`src/design/btd_pkg.sv`:
```
// Shared types and constants for the block transposition decipher.
`default_nettype none

package btd_pkg;

  // Field widths fixed by the stream format
  localparam int KEY_W    = 5;
  localparam int BYTE_W   = 8;
  localparam int BS_W     = 6;
  localparam int S_DATA_W = 24;
  localparam int KI_LSB   = 0;
  localparam int KV_LSB   = KI_LSB + KEY_W;
  localparam int CB_LSB   = KV_LSB + KEY_W;

  localparam logic [BYTE_W-1:0] SPACE_CHAR = 8'h20;
  localparam logic [BS_W-1:0]   BS_RESET   = 6'd19;

  // tuser codes on the input side
  localparam logic KIND_KEY  = 1'b0;
  localparam logic KIND_BYTE = 1'b1;

  typedef enum logic [3:0] {
    ST_IDLE  = 4'b0001,
    ST_PLACE = 4'b0010,
    ST_READ  = 4'b0100,
    ST_LOAD  = 4'b1000
  } state_t;

  typedef struct packed {
    logic key_wr;    // write inverse table from the input transaction
    logic byte_cap;  // capture cipher byte and final flag
    logic place;     // place byte, advance fill count, rewind emit index
    logic load_out;  // move buffer read data into the output register
    logic k_inc;     // advance emit index
    logic buf_clr;   // mark buffer empty, zero fill count
  } btd_cmd_t;

  typedef struct packed {
    logic flush;     // block complete or final byte seen
    logic last_k;    // emit index is on the last byte of the block
    logic out_free;  // output register can take a byte
  } btd_sts_t;

endpackage

`default_nettype wire

```
`src/design/btd_ctrl.sv`:
```
// Controller state machine for the block transposition decipher.
`default_nettype none

module btd_ctrl (
  input  logic              clk,
  input  logic              rst,
  input  logic              s_axis_tvalid,
  input  logic              s_axis_tuser,
  output logic              s_axis_tready,
  input  btd_pkg::btd_sts_t sts,
  output btd_pkg::btd_cmd_t cmd
);
  import btd_pkg::*;

  state_t state, state_next;

  always_ff @(posedge clk) begin
    if (rst) begin
      state <= ST_IDLE;
    end else begin
      state <= state_next;
    end
  end

  always_comb begin
    state_next    = state;
    cmd           = '0;
    s_axis_tready = 1'b0;
    unique case (state)
      ST_IDLE: begin
        s_axis_tready = 1'b1;
        if (s_axis_tvalid) begin
          if (s_axis_tuser == KIND_KEY) begin
            cmd.key_wr = 1'b1;
          end else begin
            cmd.byte_cap = 1'b1;
            state_next   = ST_PLACE;
          end
        end
      end
      ST_PLACE: begin
        cmd.place  = 1'b1;
        state_next = sts.flush ? ST_READ : ST_IDLE;
      end
      ST_READ: begin
        // buffer read data lands next cycle
        state_next = ST_LOAD;
      end
      ST_LOAD: begin
        if (sts.out_free) begin
          cmd.load_out = 1'b1;
          if (sts.last_k) begin
            cmd.buf_clr = 1'b1;
            state_next  = ST_IDLE;
          end else begin
            cmd.k_inc  = 1'b1;
            state_next = ST_READ;
          end
        end
      end
      default: begin
        state_next = ST_IDLE;
      end
    endcase
  end

endmodule

`default_nettype wire

```
`src/design/btd_datapath.sv`:
```
// Datapath: key inverse table, block buffer, counters and output register.
`default_nettype none

module btd_datapath #(
  parameter int MAX_BLOCK = 32
) (
  input  logic                          clk,
  input  logic                          rst,
  input  logic                          cfg_we,
  input  logic [btd_pkg::BS_W-1:0]      cfg_data,
  input  logic [btd_pkg::S_DATA_W-1:0]  s_axis_tdata,
  input  logic                          s_axis_tlast,
  input  btd_pkg::btd_cmd_t             cmd,
  output btd_pkg::btd_sts_t             sts,
  output logic [btd_pkg::BYTE_W-1:0]    m_axis_tdata,
  output logic                          m_axis_tvalid,
  output logic                          m_axis_tlast,
  output logic                          m_axis_tuser,
  input  logic                          m_axis_tready
);
  import btd_pkg::*;

  localparam int AW = (MAX_BLOCK > 1) ? $clog2(MAX_BLOCK) : 1;
  localparam int FW = $clog2(MAX_BLOCK + 1);
  localparam int CW = (FW > BS_W) ? FW : BS_W;

  logic [BS_W-1:0]   blk_len;
  logic [CW-1:0]     bs_ext;
  logic [FW-1:0]     bs;
  logic [KEY_W-1:0]  key_index;
  logic [KEY_W-1:0]  key_value;
  logic [KEY_W-1:0]  inv_mem [MAX_BLOCK];
  logic [KEY_W-1:0]  inv_rd;
  logic [BYTE_W-1:0] buf_mem [MAX_BLOCK];
  logic [BYTE_W-1:0] buf_rd;
  logic              buf_rd_ok;
  logic [MAX_BLOCK-1:0] filled;
  logic [BYTE_W-1:0] byte_q;
  logic              final_q;
  logic [FW-1:0]     fill_count;
  logic [FW-1:0]     fill_inc;
  logic [FW-1:0]     k;
  logic [FW-1:0]     k_inc;
  logic              place_ok;

  assign key_index = s_axis_tdata[KI_LSB +: KEY_W];
  assign key_value = s_axis_tdata[KV_LSB +: KEY_W];

  always_ff @(posedge clk) begin
    if (rst) begin
      blk_len <= BS_RESET;
    end else if (cfg_we) begin
      blk_len <= cfg_data;
    end
  end

  // Clamp block size into 1..MAX_BLOCK
  always_comb begin
    if (blk_len == '0) begin
      bs_ext = CW'(1);
    end else if (CW'(blk_len) > CW'(MAX_BLOCK)) begin
      bs_ext = CW'(MAX_BLOCK);
    end else begin
      bs_ext = CW'(blk_len);
    end
  end
  assign bs = FW'(bs_ext);

  // Inverse key table: written on key load, read at the fill position
  always_ff @(posedge clk) begin
    if (cmd.key_wr && (CW'(key_value) < CW'(MAX_BLOCK))) begin
      inv_mem[AW'(key_value)] <= key_index;
    end
    inv_rd <= inv_mem[fill_count[AW-1:0]];
  end

  always_ff @(posedge clk) begin
    if (cmd.byte_cap) begin
      byte_q  <= s_axis_tdata[CB_LSB +: BYTE_W];
      final_q <= s_axis_tlast;
    end
  end

  assign fill_inc = fill_count + FW'(1);
  assign k_inc    = k + FW'(1);
  assign place_ok = (fill_count < bs) && (CW'(inv_rd) < CW'(bs));

  // Block buffer; entries not marked filled read as space
  always_ff @(posedge clk) begin
    if (cmd.place && place_ok) begin
      buf_mem[AW'(inv_rd)] <= byte_q;
    end
    buf_rd <= buf_mem[k[AW-1:0]];
  end

  always_ff @(posedge clk) begin
    if (rst) begin
      filled    <= '0;
      buf_rd_ok <= 1'b0;
    end else begin
      buf_rd_ok <= filled[k[AW-1:0]];
      if (cmd.buf_clr) begin
        filled <= '0;
      end else if (cmd.place && place_ok) begin
        filled[AW'(inv_rd)] <= 1'b1;
      end
    end
  end

  always_ff @(posedge clk) begin
    if (rst) begin
      fill_count <= '0;
      k          <= '0;
    end else begin
      if (cmd.buf_clr) begin
        fill_count <= '0;
      end else if (cmd.place) begin
        fill_count <= fill_inc;
      end
      if (cmd.place) begin
        k <= '0;
      end else if (cmd.k_inc) begin
        k <= k_inc;
      end
    end
  end

  assign sts.flush    = (fill_inc >= bs) || final_q;
  assign sts.last_k   = (k_inc == fill_count);
  assign sts.out_free = !m_axis_tvalid || m_axis_tready;

  // Output register
  always_ff @(posedge clk) begin
    if (rst) begin
      m_axis_tvalid <= 1'b0;
    end else if (cmd.load_out) begin
      m_axis_tvalid <= 1'b1;
    end else if (m_axis_tready) begin
      m_axis_tvalid <= 1'b0;
    end
  end

  always_ff @(posedge clk) begin
    if (cmd.load_out) begin
      m_axis_tdata <= buf_rd_ok ? buf_rd : SPACE_CHAR;
      m_axis_tlast <= sts.last_k;
      m_axis_tuser <= sts.last_k && final_q;
    end
  end

  a_load_free: assert property (@(posedge clk) disable iff (rst)
    cmd.load_out |-> sts.out_free)
    else $error("output register overwritten while pending");

  a_fill_max: assert property (@(posedge clk) disable iff (rst)
    fill_count <= FW'(MAX_BLOCK))
    else $error("fill count beyond buffer depth");

  a_clear: assert property (@(posedge clk) disable iff (rst)
    cmd.buf_clr |=> (filled == '0))
    else $error("buffer not empty after flush");

  a_text_end: assert property (@(posedge clk) disable iff (rst)
    (m_axis_tvalid && m_axis_tuser) |-> m_axis_tlast)
    else $error("text end without block end");

endmodule

`default_nettype wire

```
`src/design/block_transposition_decipher.sv`:
```
// Top level of the block transposition decipher.
//
//  channel  | dir | handshake                     | payload
//  s_axis   | in  | tvalid/tready                 | tdata, tuser=kind, tlast=final_byte
//  m_axis   | out | tvalid/tready                 | tdata=plain_byte, tlast/tuser
//  cfg      | in  | cfg_we, no back-pressure      | cfg_data=block length
//
// A key load is taken in idle; a cipher byte is accepted, then placed via
// the registered inverse-table read. A completed block emits byte by byte
// through the buffer's single registered read port, plus stalls on
// m_axis_tready; no input is taken meanwhile. The last emitted byte may wait
// in the output register while the next input transaction is taken. Reset
// sets the length to 19, marks the buffer empty at once; no clearing pass.
`default_nettype none

module block_transposition_decipher #(
  parameter int MAX_BLOCK = 32
) (
  input  logic        clk,
  input  logic        rst,
  input  logic        cfg_we,
  input  logic [5:0]  cfg_data,
  input  logic        s_axis_tvalid,
  output logic        s_axis_tready,
  input  logic [23:0] s_axis_tdata,   // key_index[4:0], key_value[9:5], cipher_byte[17:10]
  input  logic        s_axis_tuser,   // kind
  input  logic        s_axis_tlast,   // final_byte
  output logic        m_axis_tvalid,
  input  logic        m_axis_tready,
  output logic [7:0]  m_axis_tdata,   // plain_byte[7:0]
  output logic        m_axis_tuser,   // text_end
  output logic        m_axis_tlast    // block_end
);
  import btd_pkg::*;

  btd_cmd_t cmd;
  btd_sts_t sts;

  btd_ctrl u_ctrl (
    .clk           (clk),
    .rst           (rst),
    .s_axis_tvalid (s_axis_tvalid),
    .s_axis_tuser  (s_axis_tuser),
    .s_axis_tready (s_axis_tready),
    .sts           (sts),
    .cmd           (cmd)
  );

  btd_datapath #(
    .MAX_BLOCK (MAX_BLOCK)
  ) u_datapath (
    .clk           (clk),
    .rst           (rst),
    .cfg_we        (cfg_we),
    .cfg_data      (cfg_data),
    .s_axis_tdata  (s_axis_tdata),
    .s_axis_tlast  (s_axis_tlast),
    .cmd           (cmd),
    .sts           (sts),
    .m_axis_tdata  (m_axis_tdata),
    .m_axis_tvalid (m_axis_tvalid),
    .m_axis_tlast  (m_axis_tlast),
    .m_axis_tuser  (m_axis_tuser),
    .m_axis_tready (m_axis_tready)
  );

endmodule

`default_nettype wire

```
`config.mk`:
```
export PLATFORM = sky130hd
export DESIGN_NAME = block_transposition_decipher
export DESIGN_NICKNAME = d
export VERILOG_FILES = /design/src/design/btd_pkg.sv /design/src/design/btd_ctrl.sv /design/src/design/btd_datapath.sv /design/src/design/block_transposition_decipher.sv
export SDC_FILE = /design/constraint.sdc
export NUM_CORES = 1
export LEC_CHECK = 0
export ABC_AREA = 0
export BUFFER_PORTS_ARGS = -buffer_cell sky130_fd_sc_hd__buf_4
export CORE_ASPECT_RATIO = 1.5
export CORE_MARGIN = 1
export CORE_UTILIZATION = 30
export CTS_BUF_LIST = sky130_fd_sc_hd__clkbuf_16
export DETAILED_ROUTE_END_ITERATION = 8
export PLACE_DENSITY_LB_ADDON = 0.1
export SLEW_MARGIN = 20
export SYNTH_ARGS = -nofsm -noshare
export SYNTH_HDL_FRONTEND = slang
export SYNTH_HIERARCHICAL = 1
export SYNTH_SLANG_ARGS = --single-unit
```
`constraint.sdc`:
```
create_clock -name clk -period 4.1 [get_ports clk]
set_input_delay 0.82 -clock clk [delete_from_list [all_inputs] [get_ports clk]]
set_output_delay 0.82 -clock clk [all_outputs]
set_load 0.05 [all_outputs]
```
==> impl_metrics.yaml <==
sta:
  rsz0062_at_grt: "false"
  slew_headroom_pct: 47.6
  post-route-period-util_pct: 82.0
  hold_violations: 0
  fmax_ghz: 0.297
  fin_ws_ps: 737
  worst_clock_skew_ps: 34.7
  slew_viol_final: 0
  setup_viol: 0
  tightest_slew_ps: 785
  fin_setup_tns_ps: 0
  finalCriticalPeriod_ps: 3360
logic_synthesis:
  ys_warn_count: 6
  syn_avg_cell_area_um2: 18.6
  synthArstFlopShare_pct: 0
  synth.area.top_cells: "edfxtp_1 65%, mux4_2 15%, dfxtp_1 6.9%"
  synthesis.area_mm2: 0.0200
  synth_cell_types: 56
  synth-edff-count: 435
  synth_cells: 1076
  synth_top_area_share_pct: 65.2
  syn-num-nets: 1131
  synthFlopType: "edfxtp_1"
  ys_ff_latch: 504
  yosysSeqAreaShare_pct: 72.0
  synth_top_area_cell: "edfxtp_1"
global_route:
  gr-usage-all-layers_pct: 14.4
  antenna_found_initial: 2
  grt_pass1_wl_um: 70100
  grt_max_degree: 74
  overflow: 0
  grt_pass1_vias: 10400
finish:
  final_cell_mix: "435 x edfxtp_1, 131 x mux4_2, 95 x buf_4"
  nNetsFinal: 1219
  final_area_mm2: 0.0233
  stdcell_count: 2080
  drive_gt1_share_pct: 28.9
  final_common_cell: "edfxtp_1"
  insertedDiodeCount: 0
  area_growth_pct: 16.2
outcome:
  status: "finished, final reports clean"
clock_network:
  clock_path_buffers: 3
  post_cts_buffers: 0
  cts.sinks: 504
  clkTransAtPathRegs_ps: 60
  numCtsBuffers: 50
  cts_root_buffer: "clkbuf_16"
  ctsResizeCount: 0
  cts_hold_repair.buffers: 0
  cts_tree: "done"
  cts-htree-levels: 2
  clkLatencyLatePin_ps: 610
drt:
  drc_errors: 0
  viasPerCell: 4.69
  firstDrtPassIters: 4
  vias: 9751
  post_drt_wl_per_cell_um: 22.8
  drtIter0Drc: 605
  drtAntennaViolNets: 0
  wl_um: 47400
placement:
  dpl.hpwl_um: 31000
  dpl_cell_area_mm2: 0.0217
  placedCellCount: 1986
  gp_congestion: 0.729
  place_ws_ps: 707
  io_buffers: 42
power:
  p_leak_nw: 7.26
  vdd_drop_max_v: 0.000367
  power_mw: 10.2
  cellPowerDensity_mw_per_mm2: 440
floorplanning:
  die-area_mm2: 0.0679
  num_io_pins: 49
  rows: 115
  core_area_mm2: 0.0659
  dieHeight_um: 319
  start_util_pct: 30.4
  fp.dieW_um: 213
critical_path:
  reg2regPathDepth: 9
  crit_start: "u_datapath/blk_len[5]$_SDFFE_PP0P_"
  crit_slowest_cell: "or4_1"
  critPathBufInv: 2
  reg2reg_to: "u_datapath/buf_mem[0][6]$_DFFE_PP_"
  cp_slowest_stage_delay_ps: 730
  timing.rr.start: "u_datapath/blk_len[5]$_SDFFE_PP0P_"
  cp-endpoint: "u_datapath/buf_mem[0][6]$_DFFE_PP_"
  cpMostUsedCell: "a21o_1"
  required_ps: 4390
  startpoint_type: "flop"
  cp.depth: 9
  worstPathCellList: "inv_1 -> nand2_1 -> ha_1 -> a21o_1 -> a21o_1 -> a221o_1 -> or4_1 -> nor2_1 -> buf_4"
  crit_path_end_kind: "flop"
  critPathKind: "reg2reg"
  crit_fanout: 17
  rrSetupSlack_ps: 740
  cp_top_family: "simple AND/OR/NAND/NOR gates"
  worstPathArrival_ps: 3650
worst_hold_path:
  hp-class: "in2reg"
run:
  cap_violations: 0
synthesized netlist by cell type, drive strengths merged (4+ instances only):
| cell type | count |
|---|---|
| clkbuf | 37 |
| nand3b | 8 |
| a22oi | 8 |
| xnor2 | 8 |
| dfxtp | 69 |
| edfxtp | 435 |
| nor2 | 82 |
| buf | 26 |
| inv | 9 |
| xor2 | 12 |
| or4 | 4 |
| nor2b | 5 |
| ha | 18 |
| and2 | 10 |
| or3b | 6 |
| mux4 | 131 |
| nand3 | 6 |
| nand2b | 7 |
| nand2 | 61 |
| a31oi | 4 |
| nor4 | 14 |
| o21ai | 37 |
| o21a | 9 |
| mux2i | 25 |
| or3 | 9 |
final cells by class:
| class | count | area (µm²) |
|---|---|---|
| well taps | 877 | 1100 |
| clock inverters | 41 | 340 |
| multi-input cells | 500 | 5350 |
| clock buffers | 50 | 1250 |
| fillers | 6336 | 42600 |
| inverters | 9 | 33.8 |
| flip-flops and latches | 504 | 14500 |
| repair buffers | 99 | 778 |
layer usage:
| layer | up-vias | wire length [µm] | track usage (%) |
|---|---|---|---|
| met3 | 67 | 1570 | 2.42 |
| li1 | 4478 | - | - |
| met5 | - | 25 | 0 |
| met1 | 5044 | 18400 | 16.5 |
| met2 | 158 | 26300 | 26.9 |
| met4 | 4 | 1130 | 4.51 |
where the power goes:
group | switching (mW) | total (mW) | internal [mW]
Clock | 1.95 | 4.49 | 2.54
Combinational | 0.123 | 0.179 | 0.0568
Sequential | 0.0142 | 5.58 | 5.57
Total | 2.09 | 10.2 | 8.16
registers in the layout (all words and copies together), names as in the netlist, 8 cells and up:
register,count
u_datapath/inv_mem,160
u_datapath/m_axis_tdata,8
u_datapath/byte_q,8
u_datapath/buf_rd,8
u_datapath/filled,32
u_datapath/buf_mem,256
how the worst min path moves through the flow:
stage	startpoint	end	slack, ps	depth (start not counted)
finish	s_axis_tdata[16]	u_datapath/byte_q[6]$_DFFE_PP_	390	1
global route	s_axis_tdata[10]	u_datapath/byte_q[0]$_DFFE_PP_	350	1
CTS	s_axis_tdata[10]	u_datapath/byte_q[0]$_DFFE_PP_	340	1
detailed placement	u_datapath/filled[18]$_SDFFE_PP0P_	u_datapath/filled[18]$_SDFFE_PP0P_	440	2
global placement	u_datapath/filled[25]$_SDFFE_PP0P_	u_datapath/filled[25]$_SDFFE_PP0P_	430	2
floorplan	u_datapath/filled[13]$_SDFFE_PP0P_	u_datapath/filled[13]$_SDFFE_PP0P_	420	2
metrics by stage:
step | utilization (%) | hold WS, ps
2_1_floorplan | - | 420
3_3_place_gp | 32.9 | 429
3_5_place_dp | 32.9 | 438
4_1_cts | 35.3 | 341
5_1_grt | 35.4 | 351
6_report | 35.4 | 390
logic make-up (layout without fill, tap and decap cells):
logic type / Yosys count / in the layout / synth area share, %
compound gates: 74 / 74 / 2.55
xor+xnor: 20 / 20 / 0.874
simple gates: 232 / 232 / 5.84
buf+inv: 72 / 199 / 1.60
flops: 504 / 504 / 72.0
mux: 156 / 156 / 16.0
fa+ha+maj: 18 / 18 / 1.12
Note: power is estimated with default switching activity, not from simulation.
